### src/rtl/utfw_pkg.sv
// Shared types, constants and the wide-character classifier for the UTF-8 width wrapper.
package utfw_pkg;

  localparam int unsigned BYTE_W  = 8;
  localparam int unsigned CP_W    = 21;
  localparam int unsigned CW_W    = 2;
  localparam int unsigned COL_W   = 8;
  localparam int unsigned SUM_W   = 16;
  localparam int unsigned PEND_W  = 2;

  localparam logic [COL_W-1:0] LINE_WIDTH_RESET = 8'd80;

  // Lead byte thresholds.
  localparam logic [BYTE_W-1:0] LEAD4_MIN = 8'hF0;
  localparam logic [BYTE_W-1:0] LEAD3_MIN = 8'hE0;
  localparam logic [BYTE_W-1:0] LEAD2_MIN = 8'hC0;

  // Continuation bytes still expected after each lead kind.
  localparam logic [PEND_W-1:0] PEND_NONE = 2'd0;
  localparam logic [PEND_W-1:0] PEND_ONE  = 2'd1;
  localparam logic [PEND_W-1:0] PEND_TWO  = 2'd2;
  localparam logic [PEND_W-1:0] PEND_THREE = 2'd3;

  localparam logic [CW_W-1:0] CW_NARROW = 2'd1;
  localparam logic [CW_W-1:0] CW_WIDE   = 2'd2;

  localparam logic [SUM_W-1:0] SUM_MAX = 16'hFFFF;

  // One result word.
  typedef struct packed {
    logic [CP_W-1:0]  code_point;
    logic [CW_W-1:0]  col_span;
    logic             starts_new_line;
    logic [COL_W-1:0] line_column;
    logic [SUM_W-1:0] total_width;
    logic             last;
  } res_t;

  // Display width of a code point: two columns inside the wide ranges.
  function automatic logic [CW_W-1:0] char_cols(input logic [CP_W-1:0] cp);
    logic wide;
    wide = cp inside {[21'h01100:21'h0115F], [21'h02E80:21'h0303E],
                      [21'h03041:21'h033FF], [21'h03400:21'h04DBF],
                      [21'h04E00:21'h09FFF], [21'h0A000:21'h0A4CF],
                      [21'h0AC00:21'h0D7A3], [21'h0F900:21'h0FAFF],
                      [21'h0FE30:21'h0FE6F], [21'h0FF00:21'h0FF60],
                      [21'h0FFE0:21'h0FFE6], [21'h1F300:21'h1FAFF],
                      [21'h20000:21'h3FFFD]};
    return wide ? CW_WIDE : CW_NARROW;
  endfunction

endpackage

### src/rtl/utf8_display_width_wrapper.sv
// Top level: input register, decode core and output register of the UTF-8 width wrapper.
// An accepted byte goes to the input register, then its word, if any, to the output register.
// Throughput: one byte per cycle unless out_ready stalls; both registers pipeline the core.
// A byte that completes no character and does not end the text produces no word.
// Reset (rst_n low, synchronous) empties both registers, clears the decode and line state
// and sets the line width to 80.
module utf8_display_width_wrapper import utfw_pkg::*; (
  input  logic              clk,
  input  logic              rst_n,
  input  logic              cfg_wr_en,
  input  logic [COL_W-1:0]  cfg_wr_data,
  input  logic              in_valid,
  output logic              in_ready,
  input  logic [BYTE_W-1:0] in_data_byte,
  input  logic              in_end_of_text,
  output logic              out_valid,
  input  logic              out_ready,
  output logic [CP_W-1:0]   out_code_point,
  output logic [CW_W-1:0]   out_col_span,
  output logic              out_starts_new_line,
  output logic [COL_W-1:0]  out_line_column,
  output logic [SUM_W-1:0]  out_total_width,
  output logic              out_last
);

  logic [COL_W-1:0]  line_width_r;
  logic              ib_valid_r, ib_valid_nxt;
  logic [BYTE_W-1:0] ib_byte_r;
  logic              ib_eot_r;
  logic              ob_valid_r, ob_valid_nxt;
  res_t              ob_res_r;
  logic              step;
  logic              emit;
  res_t              res;

  // Line width register.
  always_ff @(posedge clk) begin
    if (!rst_n) begin
      line_width_r <= LINE_WIDTH_RESET;
    end else if (cfg_wr_en) begin
      line_width_r <= cfg_wr_data;
    end
  end

  // The held word moves through the core once the output register has room.
  assign step         = ib_valid_r & (~ob_valid_r | out_ready);
  assign in_ready     = ~ib_valid_r | step;
  assign ib_valid_nxt = (in_valid & in_ready) | (ib_valid_r & ~step);
  assign ob_valid_nxt = (step & emit) | (ob_valid_r & ~out_ready);

  // Input register.
  always_ff @(posedge clk) begin
    if (!rst_n) begin
      ib_valid_r <= 1'b0;
    end else begin
      ib_valid_r <= ib_valid_nxt;
    end
  end

  always_ff @(posedge clk) begin
    if (in_valid && in_ready) begin
      ib_byte_r <= in_data_byte;
      ib_eot_r  <= in_end_of_text;
    end
  end

  utfw_core u_core (
    .clk         (clk),
    .rst_n       (rst_n),
    .step        (step),
    .data_byte   (ib_byte_r),
    .end_of_text (ib_eot_r),
    .line_width  (line_width_r),
    .emit        (emit),
    .res         (res)
  );

  // Output register.
  always_ff @(posedge clk) begin
    if (!rst_n) begin
      ob_valid_r <= 1'b0;
    end else begin
      ob_valid_r <= ob_valid_nxt;
    end
  end

  always_ff @(posedge clk) begin
    if (step && emit) begin
      ob_res_r <= res;
    end
  end

  assign out_valid           = ob_valid_r;
  assign out_code_point      = ob_res_r.code_point;
  assign out_col_span        = ob_res_r.col_span;
  assign out_starts_new_line = ob_res_r.starts_new_line;
  assign out_line_column     = ob_res_r.line_column;
  assign out_total_width     = ob_res_r.total_width;
  assign out_last            = ob_res_r.last;

  // A character is always one or two columns wide.
  a_width_range: assert property (@(posedge clk) disable iff (!rst_n)
    out_valid |-> (out_col_span == CW_NARROW || out_col_span == CW_WIDE))
    else $error("column span out of range");

  // After a wrap the line holds only this character.
  a_wrap_column: assert property (@(posedge clk) disable iff (!rst_n)
    (out_valid && out_starts_new_line) |->
      (out_line_column == {{(COL_W-CW_W){1'b0}}, out_col_span}))
    else $error("wrap column mismatch");

  // Without a wrap the column never exceeds the line width.
  a_column_limit: assert property (@(posedge clk) disable iff (!rst_n)
    (out_valid && !out_starts_new_line) |-> (out_line_column <= line_width_r))
    else $error("line column exceeds line width");

  // The input side stalls only when both registers are full and the output is held.
  a_stall_cause: assert property (@(posedge clk) disable iff (!rst_n)
    !in_ready |-> (ib_valid_r && ob_valid_r && !out_ready))
    else $error("input stalled without cause");

endmodule

### src/rtl/utfw_core.sv
// Decoder and line state: assembles code points and computes wrap, column and total.
module utfw_core import utfw_pkg::*; (
  input  logic              clk,
  input  logic              rst_n,
  input  logic              step,
  input  logic [BYTE_W-1:0] data_byte,
  input  logic              end_of_text,
  input  logic [COL_W-1:0]  line_width,
  output logic              emit,
  output res_t              res
);

  logic [CP_W-1:0]   point_r, point_nxt;
  logic [PEND_W-1:0] pend_r, pend_nxt;
  logic [COL_W-1:0]  col_r, col_nxt;
  logic [SUM_W-1:0]  sum_r, sum_nxt;

  logic [CP_W-1:0]   cp;
  logic [PEND_W-1:0] pend_dec;
  logic              done;
  logic [CW_W-1:0]   cw;
  logic [COL_W:0]    col_sum;
  logic              wrap;
  logic [COL_W-1:0]  col_new;
  logic [SUM_W:0]    sum_wide;
  logic [SUM_W-1:0]  sum_new;

  // Lenient UTF-8 decode of one byte.
  always_comb begin
    cp       = point_r;
    pend_dec = pend_r;
    done     = 1'b0;
    if (pend_r == PEND_NONE) begin
      if (data_byte >= LEAD4_MIN) begin
        cp       = {18'd0, data_byte[2:0]};
        pend_dec = PEND_THREE;
      end else if (data_byte >= LEAD3_MIN) begin
        cp       = {17'd0, data_byte[3:0]};
        pend_dec = PEND_TWO;
      end else if (data_byte >= LEAD2_MIN) begin
        cp       = {16'd0, data_byte[4:0]};
        pend_dec = PEND_ONE;
      end else begin
        cp       = {13'd0, data_byte};
        done     = 1'b1;
      end
    end else begin
      cp       = {point_r[CP_W-7:0], data_byte[5:0]};
      pend_dec = pend_r - PEND_ONE;
      done     = (pend_r == PEND_ONE);
    end
  end

  // Width, wrap test and saturating total.
  always_comb begin
    cw       = char_cols(cp);
    col_sum  = {1'b0, col_r} + {{(COL_W-CW_W+1){1'b0}}, cw};
    wrap     = col_sum > {1'b0, line_width};
    col_new  = wrap ? {{(COL_W-CW_W){1'b0}}, cw} : col_sum[COL_W-1:0];
    sum_wide = {1'b0, sum_r} + {{(SUM_W-CW_W+1){1'b0}}, cw};
    sum_new  = sum_wide[SUM_W] ? SUM_MAX : sum_wide[SUM_W-1:0];
    emit     = done | end_of_text;

    res.code_point      = cp;
    res.col_span        = cw;
    res.starts_new_line = wrap;
    res.line_column     = col_new;
    res.total_width     = sum_new;
    res.last            = end_of_text;
  end

  // Next state: a finished character clears the decoder, end of text clears all.
  always_comb begin
    point_nxt = point_r;
    pend_nxt  = pend_r;
    col_nxt   = col_r;
    sum_nxt   = sum_r;
    if (step) begin
      if (end_of_text) begin
        point_nxt = '0;
        pend_nxt  = PEND_NONE;
        col_nxt   = '0;
        sum_nxt   = '0;
      end else if (done) begin
        point_nxt = '0;
        pend_nxt  = PEND_NONE;
        col_nxt   = col_new;
        sum_nxt   = sum_new;
      end else begin
        point_nxt = cp;
        pend_nxt  = pend_dec;
      end
    end
  end

  always_ff @(posedge clk) begin
    if (!rst_n) begin
      point_r <= '0;
      pend_r  <= PEND_NONE;
      col_r   <= '0;
      sum_r   <= '0;
    end else begin
      point_r <= point_nxt;
      pend_r  <= pend_nxt;
      col_r   <= col_nxt;
      sum_r   <= sum_nxt;
    end
  end

endmodule
### config.mk
export PLATFORM = sky130hd
export DESIGN_NAME = utf8_display_width_wrapper
export DESIGN_NICKNAME = d
export VERILOG_FILES = /design/src/rtl/utfw_pkg.sv /design/src/rtl/utf8_display_width_wrapper.sv /design/src/rtl/utfw_core.sv
export SDC_FILE = /design/constraint.sdc
export NUM_CORES = 1
export LEC_CHECK = 0
export BUFFER_PORTS_ARGS = -buffer_cell sky130_fd_sc_hd__buf_2
export CAP_MARGIN = 25
export CORE_MARGIN = 2
export CORE_UTILIZATION = 50
export CTS_CLUSTER_DIAMETER = 150
export DETAILED_ROUTE_END_ITERATION = 16
export GPL_TIMING_DRIVEN = 0
export PLACE_DENSITY = 0.67
export SYNTH_ARGS = -nofsm -noshare
export SYNTH_HDL_FRONTEND = slang
export SYNTH_SLANG_ARGS = --single-unit
export TNS_END_PERCENT = 10
### constraint.sdc
create_clock -name clk -period 7.1 [get_ports clk]
set_clock_uncertainty 0.2 [all_clocks]
set_input_delay 1.42 -clock clk [delete_from_list [all_inputs] [get_ports clk]]
set_output_delay 1.42 -clock clk [all_outputs]
set_load 0.1 [all_outputs]
**After elaboration in Yosys (flattened, before gate mapping)**

Index checks and enable logic that the tools add are counted.

- Add/subtract/negate cells: 3
- Order comparisons: 30
- Eq/ne operators: 2
- Mux-type cells: 23
- Bitwise logic cells: 14
- Reductions and logical operators: 20

Operators with widths:

| kind | count |
|---|---|
| $le A21 B16 Y1 const B | 7 |
| $ge A21 B16 Y1 const B | 6 |
| $ge A21 B14 Y1 const B | 3 |
| $mux W21 | 3 |
| $mux W16 | 3 |
| $le A21 B14 Y1 const B | 2 |
| $mux W8 | 4 |
| $mux W15 | 2 |
| $ge A8 B8 Y1 const B | 3 |
| $ge A21 B13 Y1 const B | 1 |
| $ge A21 B15 Y1 const B | 1 |
| $ge A21 B17 Y1 const B | 1 |
| $ge A21 B18 Y1 const B | 1 |
| $le A21 B13 Y1 const B | 1 |
| $le A21 B15 Y1 const B | 1 |
| $le A21 B17 Y1 const B | 1 |
| $le A21 B18 Y1 const B | 1 |
| $add A16 B2 Y17 | 1 |
| $logic_and A1 B1 Y1 | 15 |
| $mux W2 | 7 |
| $reduce_bool A13 Y1 | 1 |
| $add A8 B2 Y9 | 1 |
| $gt A9 B8 Y1 | 1 |
| $ne A6 B5 Y1 const B | 1 |
| other kinds (9) | 24 |

- Bits in registers: 109
- Output and inout port bits: 51

**Logic depth before layout (Yosys ltp)**

Gate-level depths: netlist of run 1.

- Word-level depth: 14
- Gate-level depth with buffers: 25

**Cells and area by module**

From an unflattened synthesis of run 1, not the netlist that was laid out.

- Cells, all modules: 573
- Area total of the unflattened synthesis: 5569.1 um2

Modules (own cells, without submodules):

| module | instances | cells an instance | area each (um2) | sequential area each (um2) |
|---|---|---|---|---|
| utfw_core | 1 | 476 | 3428.3 | 820.8 |
| utf8_display_width_wrapper | 1 | 97 | 2140.8 | 1941.9 |

**Worst setup path after synthesis of run 1**

OpenSTA, ideal clock, no wires.

- Path kind: register -> register
- Start: reg u_core.point_r[11]
- End: reg u_core.col_r[1]
- Library setup time: 116 ps
- Arrival: 4916 ps
- Required time: 6784 ps
- Setup slack: 1868 ps
- Stages on the path, launching flop included: 25
- Buffers on the path: 2
- Cells stage by stage: dfxtp_1 or4_4 buf_6 or3_1 nand4_1 o21ai_1 nor4_1 and3_1 and3_1 ha_1 inv_1 fa_1 nand3b_1 nor2_1 xnor2_1 inv_1 ha_1 nand2_1 a221o_1 a21oi_1 a31o_2 clkbuf_1 and3_1 a211oi_1 a31o_1

RTL lines:

| item | line | text |
|---|---|---|
| start, declared | utfw_core.sv:13 | `logic [CP_W-1:0] point_r, point_nxt;` |
| start signal, assigned | utfw_core.sv:103 | `point_r <= point_nxt;` |
| end signal, assigned | utfw_core.sv:105 | `col_r <= col_nxt;` |
| end, declared | utfw_core.sv:15 | `logic [COL_W-1:0] col_r, col_nxt;` |

==> results.md, run 1 <==
* Kind of start point of the critical path: register
* Largest net degree at the start of global routing at 38
* Share of total power in combinational logic at 13.3%
* Fmax at 151.4 MHz
* IR drop worst, VDD at 0.1542 mV
* Reg clk slew, reported paths at 0.07 ns
* Power after layout at 0.001395 W
* Fraction of final layout cells sized beyond drive strength 1 at 15.90%
* Setup tns final at 0 ns
* DRC viols at 0
* CTS tree: yes
* Worst-Skew Late Latency at 0.36 ns
* Final core occ at 58.30%
* Min Clock Period, post-route at 6.606 ns
* Switching Fraction at 28.26%
* Unrepaired setup endpoints after global routing: false
* Tightest Pin Transition at 0.9360 ns
* Maximum count of clock buffers along a single path at 2
* Type of the setup path with the least slack: register to register
* Req. time, crit path at 7.16 ns
* Vias in the first global route at 4733
* Routability cong. at 0.9851
* Worst rel slew slack at 36.94%
* Final Max Slew Viols at 0
* Cell Chain, Critical Path: nor4b_1 > a21oi_1 > inv_1 > a41oi_1 > a211o_1 > a311oi_1 > and3_1 > ha_1 > inv_1 > fa_1 > nand3b_1 > nor2_1 > xnor2_1 > inv_1 > ha_1 > nand2_1 > a221o_1 > a21oi_1 > a31o_2 > clkbuf_1 > and3_1 > a211oi_1 > a31o_1
* Most prevalent standard cell on the critical path: inv_1
* Type of the most critical hold path: register to register
* Cell type of the slowest stage on the worst timing path: nor4b_1
* Total routed wirelength at 15.29 mm
* Flip-flop and latch count after synthesis at 109
* Leftover overflow at the end of global routing at 0
* Mean routed wirelength per cell at 18.31 um
* Number of rows created at floorplan at 39
* Internal portion of total power at 0.001001 W
* Final count of negative-setup-slack endpoints at 0
* Warning count from the yosys run at 0
* Flip-flop cell with the highest count after synthesis: edfxtp_1
* Seq pwr share at 49.6%
* Sum of net half-perimeters after detailed placement at 11.16 mm
* Count of H-tree levels built during CTS at 3
* Starting density of the core at 50.64%
* GRT Overall Usage at 25.06%
* Post-Syn Nets at 640
* Clock tree root buffer cell: clkbuf_16
* Count of pins on the block boundary at 73
* Maximum fanout count along the critical path at 10
* Status: completed
* Wire length of the first global-routing pass at 24.54 mm
* Power per cell area at 211.3 mW/mm^2
* Critical hold path startpoint: ib_byte_r[0]$_DFFE_PP_
* Share of the yosys chip area belonging to registers at 48.19%
* Crit. End Element: register
* Count of flip-flops with a built-in enable after synthesis at 58
* Final worst-path cycle share at 93.05%
* Standard cell core area at 0.01132 sq mm
* Number of inserted diodes at 0
* Chip Width at 111.1 um
* RR Startpoint: ib_byte_r[7]$_DFFE_PP_
* Number of antenna violations at the first check in global routing at 0
* Count of input and output buffers at 71
* Number of vias after detailed routing at 4931
* Clock network fraction of total power at 37.1%
* Cells resized by post-CTS repair at 0
* Setup Fix Bufs, Post-CTS at 0
* Syn_area_per_cell at 9.492 sq um
* Reported leakage power at 2.412 nW
* Total CTS buffers at 9
* Final-report hold violation count at 0
* Clock net sink count at 109
* Detailed Route Iter0 Violations at 488
* Post-DR vias/cell at 5.905
* Share of synthesized flip-flops with an asynchronous set or reset at 0%
* Switching power of the nets at 0.0003941 W
* Count of distinct cell types in the synthesized netlist at 68
* Post-Synthesis Cells at 604
* Worst setup path startpoint: ib_byte_r[7]$_DFFE_PP_
* Area delta synth->final at 15.12%
* Number of optimization iterations in the first detailed-route pass at 5
* Max-capacitance violation count at 0
* Remaining antenna violation count at 0
* Height of the chip at 111.1 um
* Nets@finish at 723
* Die Outline Area at 0.01234 sq mm
* Delay of the slowest cell on the worst path at 0.56 ns
* Signal arrival time at the worst endpoint at 6.66 ns
* Synthesized cell area at 0.005733 sq mm
* Hold_buf cts at 0
Yosys cell counts, types with 4 or more instances:
cell type	count	area (sq um)
nor2_1	51	191.4
nor3_1	18	90.09
or3_1	4	25.02
dfxtp_1	51	1021
nor2b_1	42	262.8
and2_1	12	75.07
ha_1	12	150.1
edfxtp_1	58	1742
nor4b_1	4	35.03
a211oi_1	4	30.03
clkbuf_1	39	146.4
and3_1	8	50.05
o221a_2	6	67.56
and4_1	4	35.03
a21boi_0	8	60.06
a21oi_1	27	135.1
o2111ai_1	4	35.03
nand4_1	10	62.56
o211ai_1	4	30.03
xnor2_1	10	87.58
a2111oi_0	4	35.03
xor2_1	5	43.79
a31oi_1	7	43.79
mux2_2	4	45.04
nand2b_1	4	25.02
o21ai_0	19	95.09
nand3_1	22	110.1
a22oi_1	20	150.1
mux2i_1	8	80.08
nor4_1	8	50.05
inv_1	26	97.59
nand2_1	52	195.2
final timing paths:
check / to / slack [ns] / depth (start not counted)
max reg2reg: u_core.col_r[1]$_SDFFE_PN0P_ / 0.49 / 23
min reg2reg: out_code_point[0]$_DFFE_PP_ / 0.25 / 0
max: u_core.col_r[1]$_SDFFE_PN0P_ / 0.49 / 23
min: out_code_point[0]$_DFFE_PP_ / 0.25 / 0
logic make-up (layout without fill, tap and decap cells):
| kind of cell | count (synthesis) | count (layout) | share of synthesized area [%] |
|---|---|---|---|
| and+or+nand+nor | 254 | 254 | 23.29 |
| AOI/OAI and AO/OA | 131 | 131 | 16.04 |
| DFF | 109 | 109 | 48.19 |
| buffers and inverters | 69 | 157 | 4.692 |
| xor gates and xnor gates | 15 | 15 | 2.291 |
| adders and majority gates | 14 | 14 | 3.317 |
| muxes | 12 | 12 | 2.182 |
power groups by stage:
stage / registers (W) / logic [W] / clock network, W
2_1_floorplan: 0.000795 / 0.0000536 / 0
3_3_place_gp: 0.000706 / 0.000181 / 0
3_5_place_dp: 0.000706 / 0.000184 / 0
4_1_cts: 0.000692 / 0.000185 / 0.000530
5_1_grt: 0.000694 / 0.000195 / 0.000552
6_report: 0.000692 / 0.000185 / 0.000518
metal layers:
layer / routed length (um) / global-route usage (%)
met5: 0 / 0
met4: 214 / 7.654
met3: 1159 / 6.561
met2: 6779 / 37.46
met1: 7140 / 35.88
worst max-delay path, delay by kind of cell, from the launching register on:
kind,cells,cell delay [ns]
AO/OA/AOI/OAI,9,2.19
AND/OR/NAND/NOR,6,1.78
adder cells (fa/ha/maj),3,0.92
buffers and inverters,4,0.77
flip-flops,1,0.48
XOR/XNOR,1,0.18
final cells by class:
| class | count | area [sq um] |
|---|---|---|
| fill | 1005 | 4721 |
| buffer | 43 | 171.4 |
| timing repair buffer | 72 | 375.4 |
| clock inverter | 5 | 37.54 |
| sequential | 109 | 2763 |
| clock buffer | 11 | 275.3 |
| inverter | 26 | 97.59 |
| tap | 143 | 178.9 |
| multi-input combinational | 426 | 2701 |
layout by cell type, fill, tap and decap left out, types with 4 or more instances in the layout:
cell type,count
nor3_1,18
buf_2,73
a22oi_1,20
nand3_1,22
and2_1,12
o21ai_0,19
a31oi_1,7
nand2_1,52
nor2_1,51
a21oi_1,27
nor4b_1,4
nor4_1,8
o221a_2,6
xnor2_1,10
a21boi_0,8
clkbuf_1,39
and3_1,8
nand2b_1,4
or3_1,4
a2111oi_0,4
inv_1,25
dfxtp_1,51
nor2b_1,42
xor2_1,5
o2111ai_1,4
clkbuf_16,11
mux2i_1,8
o211ai_1,4
ha_1,12
edfxtp_1,58
a211oi_1,4
and4_1,4
nand4_1,10
mux2_2,4
through the flow:
step | hold slack, ns | area [sq um] | setup WS [ns] | std cells
6_report | 0.2537 | 6600 | 0.4935 | 835
5_1_grt | 0.2747 | 6600 | 0.01656 | 835
4_1_cts | 0.2601 | 6600 | 0.6063 | 835
3_5_place_dp | 0.2414 | 6287 | 0.6828 | 819
3_3_place_gp | 0.2299 | 6267 | 0.5375 | 818
2_1_floorplan | 0.2244 | 5733 | 1.868 | 604
flip-flops by register name, indices dropped and copies added, names as in the netlist, 8 cells and up:
signal / flops
ib_byte_r: 8
line_width_r: 8
out_code_point: 21
out_line_column: 8
out_total_width: 16
u_core.col_r: 8
u_core.point_r: 15
u_core.sum_r: 16
No activity file was read; power rests on OpenSTA's default activity.
==> run 2, diff against run 1 <==
==> constraint.sdc (replaced) <==
create_clock -name clk -period 6.6 [get_ports clk]
set_clock_uncertainty 0.2 [all_clocks]
set_input_delay 1.32 -clock clk [delete_from_list [all_inputs] [get_ports clk]]
set_output_delay 1.32 -clock clk [all_outputs]
set_load 0.1 [all_outputs]
==> results.md, run 2 (synthesis results as in run 1) <==
* Maximum count of clock buffers along a single path at 2
* Final Max Slew Viols at 0
* Commonest non-fill, non-tap cell in the layout: buf_2
* Number of rows created at floorplan at 39
* Tightest Pin Transition at 0.9614 ns
* Final count of negative-setup-slack endpoints at 0
* Number of inserted diodes at 0
* Reported leakage power at 2.429 nW
* Maximum fanout count along the critical path at 10
* Cell type of the slowest stage on the worst timing path: nor4_1
* Post-place setup slack at 0.1828 ns
* Chip Width at 111.1 um
* Starting density of the core at 50.64%
* Detailed Route Iter0 Violations at 434
* Number of instances in the placed design at 819
* Nets@finish at 722
* Internal portion of total power at 0.001077 W
* Unrepaired setup endpoints after global routing: false
* Total routed wirelength at 15.35 mm
* Switching Fraction at 28.29%
* Clock net sink count at 109
* GRT Overall Usage at 25.06%
* Filler Cells Inserted at 1004
* Fmax at 158.8 MHz
* Fin Hold WS at 0.2537 ns
* Hold_buf cts at 0
* Sum of net half-perimeters after detailed placement at 11.16 mm
* Signal arrival time at the worst endpoint at 6.36 ns
* Number of optimization iterations in the first detailed-route pass at 7
* Power per cell area at 226.8 mW/mm^2
* Clock network fraction of total power at 37.1%
* Share of total power in combinational logic at 13.3%
* Height of the chip at 111.1 um
* Number of antenna violations at the first check in global routing at 0
* Mean routed wirelength per cell at 18.40 um
* Count of H-tree levels built during CTS at 3
* Smallest setup slack after layout at 0.3013 ns
* Min Clock Period, post-route at 6.299 ns
* Worst rel slew slack at 35.23%
* DRC viols at 0
* Clock tree root buffer cell: clkbuf_16
* Setup slack of the worst register-to-register path at 0.30 ns
* Critical hold path startpoint: ib_byte_r[0]$_DFFE_PP_
* Final worst-path cycle share at 95.44%
* Remaining antenna violation count at 0
* Length in cells of the worst reg-to-reg path at 24
* Seq. cell area at 0.002763 sq mm
* Count of pins on the block boundary at 73
* Type of the most critical hold path: register to register
* Standard cell core area at 0.01132 sq mm
* Cell Chain, Critical Path: clkbuf_1 > nand2_1 > nor4_1 > o2111ai_1 > nor4b_1 > o22ai_1 > and3_1 > and3_2 > ha_1 > inv_1 > fa_1 > nand3b_1 > nor2_1 > xnor2_1 > inv_1 > ha_1 > nand2_1 > a221o_1 > a21oi_1 > a31o_2 > clkbuf_1 > and3_1 > a211oi_1 > a31o_1
* Switching power of the nets at 0.0004247 W
* CTS tree: yes
* Area delta synth->final at 15.50%
* Crit. End Element: register
* Post-DR vias/cell at 5.962
* Final-report hold violation count at 0
* Setup Fix Bufs, Post-CTS at 0
* Fraction of final layout cells sized beyond drive strength 1 at 17.08%
* Req. time, crit path at 6.66 ns
* Vias in the first global route at 4733
* Reg clk slew, reported paths at 0.08 ns
* Seq pwr share at 49.6%
* IR drop worst, VDD at 0.1662 mV
* Status: completed
* Number of flip-flops in the largest register at 21
* Delay of the slowest cell on the worst path at 0.49 ns
* Setup tns final at 0 ns
* Max-capacitance violation count at 0
* Die Outline Area at 0.01234 sq mm
* Hold EP: out_code_point[0]$_DFFE_PP_
* Multi-input gate area at 0.002721 sq mm
* Worst-Skew Late Latency at 0.36 ns
* RR Startpoint: u_core.point_r[4]$_SDFFE_PN0P_
* Routability cong. at 0.9851
* Count of input and output buffers at 71
* Total CTS buffers at 9
* Largest net degree at the start of global routing at 38
* Reg-to-reg critical path endpoint: u_core.col_r[1]$_SDFFE_PN0P_
* Commonest cells after routing, fill and taps aside: 73 x buf_2, 58 x edfxtp_1, 52 x nand2_1
* Number of vias after detailed routing at 4972
* Leftover overflow at the end of global routing at 0
* Final Instance Count excl. Fillers at 834
* Hold depth at 0
* Wire length of the first global-routing pass at 24.54 mm
* Kind of start point of the critical path: register
* Type of the setup path with the least slack: register to register
[run 2: cell count changes in the layout (fill, tap and decap cells not counted), sizes merged]
cell / change
clkbuf: -1
[run 2: power groups by stage]
stage | logic, W | registers, W | clock network (W)
after floorplan | 0.0000576 | 0.000856 | 0
after global placement | 0.000195 | 0.000760 | 0
after detailed placement | 0.000198 | 0.000760 | 0
after CTS | 0.000199 | 0.000744 | 0.000570
after global routing | 0.000210 | 0.000747 | 0.000594
final | 0.000200 | 0.000744 | 0.000557
[run 2: cell type report]
class / instances / area share, %
Buffer: 42 / 2.608
Clock buffer: 11 / 4.157
Clock inverter: 5 / 0.5669
Inverter: 26 / 1.474
Multi-Input combinational cell: 426 / 41.10
Sequential cell: 109 / 41.72
Tap cell: 143 / 2.702
Timing Repair Buffer: 72 / 5.669
[run 2: how the worst max path moves through the flow]
stage	depth (start not counted)	slack, ns	from	to
3_5_place_dp	23	0.18	ib_byte_r[7]$_DFFE_PP_	u_core.col_r[1]$_SDFFE_PN0P_
3_3_place_gp	22	0.04	u_core.point_r[2]$_SDFFE_PN0P_	out_line_column[0]$_DFFE_PP_
5_1_grt	22	0.004	u_core.point_r[1]$_SDFFE_PN0P_	out_line_column[0]$_DFFE_PP_
6_report	24	0.30	u_core.point_r[4]$_SDFFE_PN0P_	u_core.col_r[1]$_SDFFE_PN0P_
2_1_floorplan	24	1.37	u_core.point_r[11]$_SDFFE_PN0P_	u_core.col_r[1]$_SDFFE_PN0P_
4_1_cts	21	0.11	ib_byte_r[7]$_DFFE_PP_	out_line_column[0]$_DFFE_PP_
[run 2: per-stage QoR]
stage          utilization [%]  area, sq um   power, W
4_1_cts                  58.30         6600   0.001513
6_report                 58.49         6621   0.001501
5_1_grt                  58.49         6621   0.001551
2_1_floorplan                -         5733  0.0009133
3_3_place_gp             55.36         6267  0.0009547
3_5_place_dp             55.54         6287  0.0009575
[run 2: per-layer routing]
layer | global-route usage (%) | wire [um] | up-vias
met2 | 37.46 | 6701 | 216
li1 | - | - | 2363
met4 | 7.654 | 319 | 0
met3 | 6.561 | 1163 | 34
met5 | 0 | 0 | -
met1 | 35.88 | 7165 | 2359
[run 2: timing repair]
action,4_1_cts,5_1_grt
endpoints found under the hold margin,0,0
setup endpoints to repair,0,15
resized for setup,0,12
[run 2: critical path: cells and delay by family, from the launching register on]
family	cells	cell delay [ns]
compound gates	7	1.26
buf+inv	4	0.99
fa+ha+maj	3	0.89
simple gates	9	2.25
xor+xnor	1	0.18
flops	1	0.44
==> run 3, diff against run 2 <==
--- a/config.mk
+++ b/config.mk
@@ -12,7 +12,7 @@
 export CTS_CLUSTER_DIAMETER = 150
 export DETAILED_ROUTE_END_ITERATION = 16
 export GPL_TIMING_DRIVEN = 0
-export PLACE_DENSITY = 0.67
+export PLACE_DENSITY_LB_ADDON = 0.08
 export SYNTH_ARGS = -nofsm -noshare
 export SYNTH_HDL_FRONTEND = slang
 export SYNTH_SLANG_ARGS = --single-unit
==> results.md, run 3 (synthesis results as in run 1) <==
* Tightest Pin Transition at 0.6647 ns
* Number of antenna violations at the first check in global routing at 0
* Fraction of final layout cells sized beyond drive strength 1 at 17.05%
* Final count of negative-setup-slack endpoints at 0
* DRC viols at 0
* CTS tree: yes
* Final worst-path cycle share at 96.65%
* Worst-Skew Late Latency at 0.35 ns
* Sum of net half-perimeters after detailed placement at 11.31 mm
* Number of rows created at floorplan at 39
* Clock net sink count at 109
* Nets@finish at 723
* Worst rel slew slack at 55.28%
* Type of the setup path with the least slack: register to register
* Vias in the first global route at 4858
* Final Instance Count excl. Fillers at 835
* Reported leakage power at 2.416 nW
* Leftover overflow at the end of global routing at 0
* Min Clock Period, post-route at 6.379 ns
* Type of the most critical hold path: register to register
* Largest net degree at the start of global routing at 39
* Power after layout at 0.001444 W
* Mean routed wirelength per cell at 18.58 um
* Standard cell core area at 0.01132 sq mm
* Crit. End Element: register
* Total CTS buffers at 9
* Setup Fix Bufs, Post-CTS at 0
* Status: completed
* Req. time, crit path at 6.51 ns
* Total routed wirelength at 15.52 mm
* Max-capacitance violation count at 0
* Maximum count of clock buffers along a single path at 2
* Commonest non-fill, non-tap cell in the layout: buf_2
* Final-report hold violation count at 0
* Cell type of the slowest stage on the worst timing path: nor4_1
* Met1 Usage GRT at 37.05%
* Hold_buf cts at 0
* Count of input and output buffers at 71
* Area delta synth->final at 14.95%
* Number of vias after detailed routing at 5039
* Fmax at 156.8 MHz
* Reg clk slew, reported paths at 0.07 ns
* Unrepaired setup endpoints after global routing: false
* M2 GR Usage at 38.69%
* Signal arrival time at the worst endpoint at 6.29 ns
* Wire length of the first global-routing pass at 25.08 mm
* Remaining antenna violation count at 0
* Routability cong. at 0.9363
* Clock tree root buffer cell: clkbuf_16
* Number of optimization iterations in the first detailed-route pass at 5
* Area of all placed cells without fillers at 0.006590 sq mm
* Final core occ at 58.21%
* Delay of the slowest cell on the worst path at 0.54 ns
* Met3 usage at 5.194%
* Power per cell area at 219.2 mW/mm^2
* Cell Chain, Critical Path: clkbuf_1 > nand2_1 > nor4_1 > o2111ai_1 > nor4b_1 > o22ai_1 > and3_1 > and3_2 > ha_1 > inv_1 > fa_1 > nand3b_1 > xnor2_1 > ha_1 > a2111oi_1 > a221o_1 > a21oi_1 > a31o_2 > clkbuf_2 > and3_1 > a21oi_1 > inv_1
* Count of pins on the block boundary at 73
* Die Outline Area at 0.01234 sq mm
* IR drop worst, VDD at 0.2572 mV
* Detailed Route Iter0 Violations at 452
* Count of H-tree levels built during CTS at 3
* Final Max Slew Viols at 0
* Commonest cells after routing, fill and taps aside: 74 x buf_2, 58 x edfxtp_1, 52 x nand2_1
* GRT Overall Usage at 25.50%
* Setup tns final at 0 ns
* Routing layer with the top usage in global route: met2
* Post-DR vias/cell at 6.035
* Placed Instance Area at 0.006292 sq mm
* Starting density of the core at 50.64%
* Chip Width at 111.1 um
* Maximum fanout count along the critical path at 10
* Number of inserted diodes at 0
* Kind of start point of the critical path: register
* Number of instances in the placed design at 820
* Height of the chip at 111.1 um
* Number of flip-flops in the largest register at 21
==> run 3: layer usage <==
metal,vias to the layer above,part of all wire (%)
li1,2374,-
met1,2412,47
met2,236,44
met3,17,7.5
met4,0,1.4
met5,-,0
==> run 3: power by group <==
group	total [W]	switching, W	internal (W)
sequential	0.000745	0.00000960	0.000735
combinational	0.000200	0.000162	0.0000382
clock	0.000499	0.000232	0.000267
total	0.00144	0.000404	0.00104
==> run 3: final timing paths <==
| check | end | startpoint | slack [ns] | cells after the start |
|---|---|---|---|---|
| min | out_code_point[2]$_DFFE_PP_ | ib_byte_r[2]$_DFFE_PP_ | 0.25 | 0 |
| min reg2reg | out_code_point[2]$_DFFE_PP_ | ib_byte_r[2]$_DFFE_PP_ | 0.25 | 0 |
| max | out_line_column[0]$_DFFE_PP_ | u_core.point_r[4]$_SDFFE_PN0P_ | 0.22 | 22 |
| max reg2reg | out_line_column[0]$_DFFE_PP_ | u_core.point_r[4]$_SDFFE_PN0P_ | 0.22 | 22 |
==> run 3: what timing repair did <==
action | in CTS | in global routing
pin swaps | 0 | 1
endpoints found under the setup margin | 1 | 15
cloned | 0 | 0
resized for setup | 2 | 14
==> run 3: area by class of cell <==
cell class | instances | area (sq um)
multi-input combinational | 426 | 2725
fill | 1037 | 4731
clock inverter | 3 | 21.27
inverter | 26 | 97.59
buffer | 42 | 173.9
tap | 143 | 178.9
clock buffer | 13 | 250.2
sequential | 109 | 2763
timing repair buffer | 73 | 380.4
==> run 3: through the flow <==
stage | hold WS (ns) | worst slack, ns
floorplan | 0.2244 | 1.368
global placement | 0.2342 | 0.07329
detailed placement | 0.2364 | 0.09951
CTS | 0.2537 | 0.04420
global route | 0.2749 | 0.008188
finish | 0.2513 | 0.2210
==> run 3: worst max-delay path: cells and delay by family, from the launching register on <==
| kind | cells | cell delay (ns) |
|---|---|---|
| compound gates | 7 | 1.64 |
| xor+xnor | 1 | 0.20 |
| fa+ha+maj | 3 | 0.83 |
| buf+inv | 4 | 0.80 |
| flops | 1 | 0.45 |
| simple gates | 7 | 1.99 |
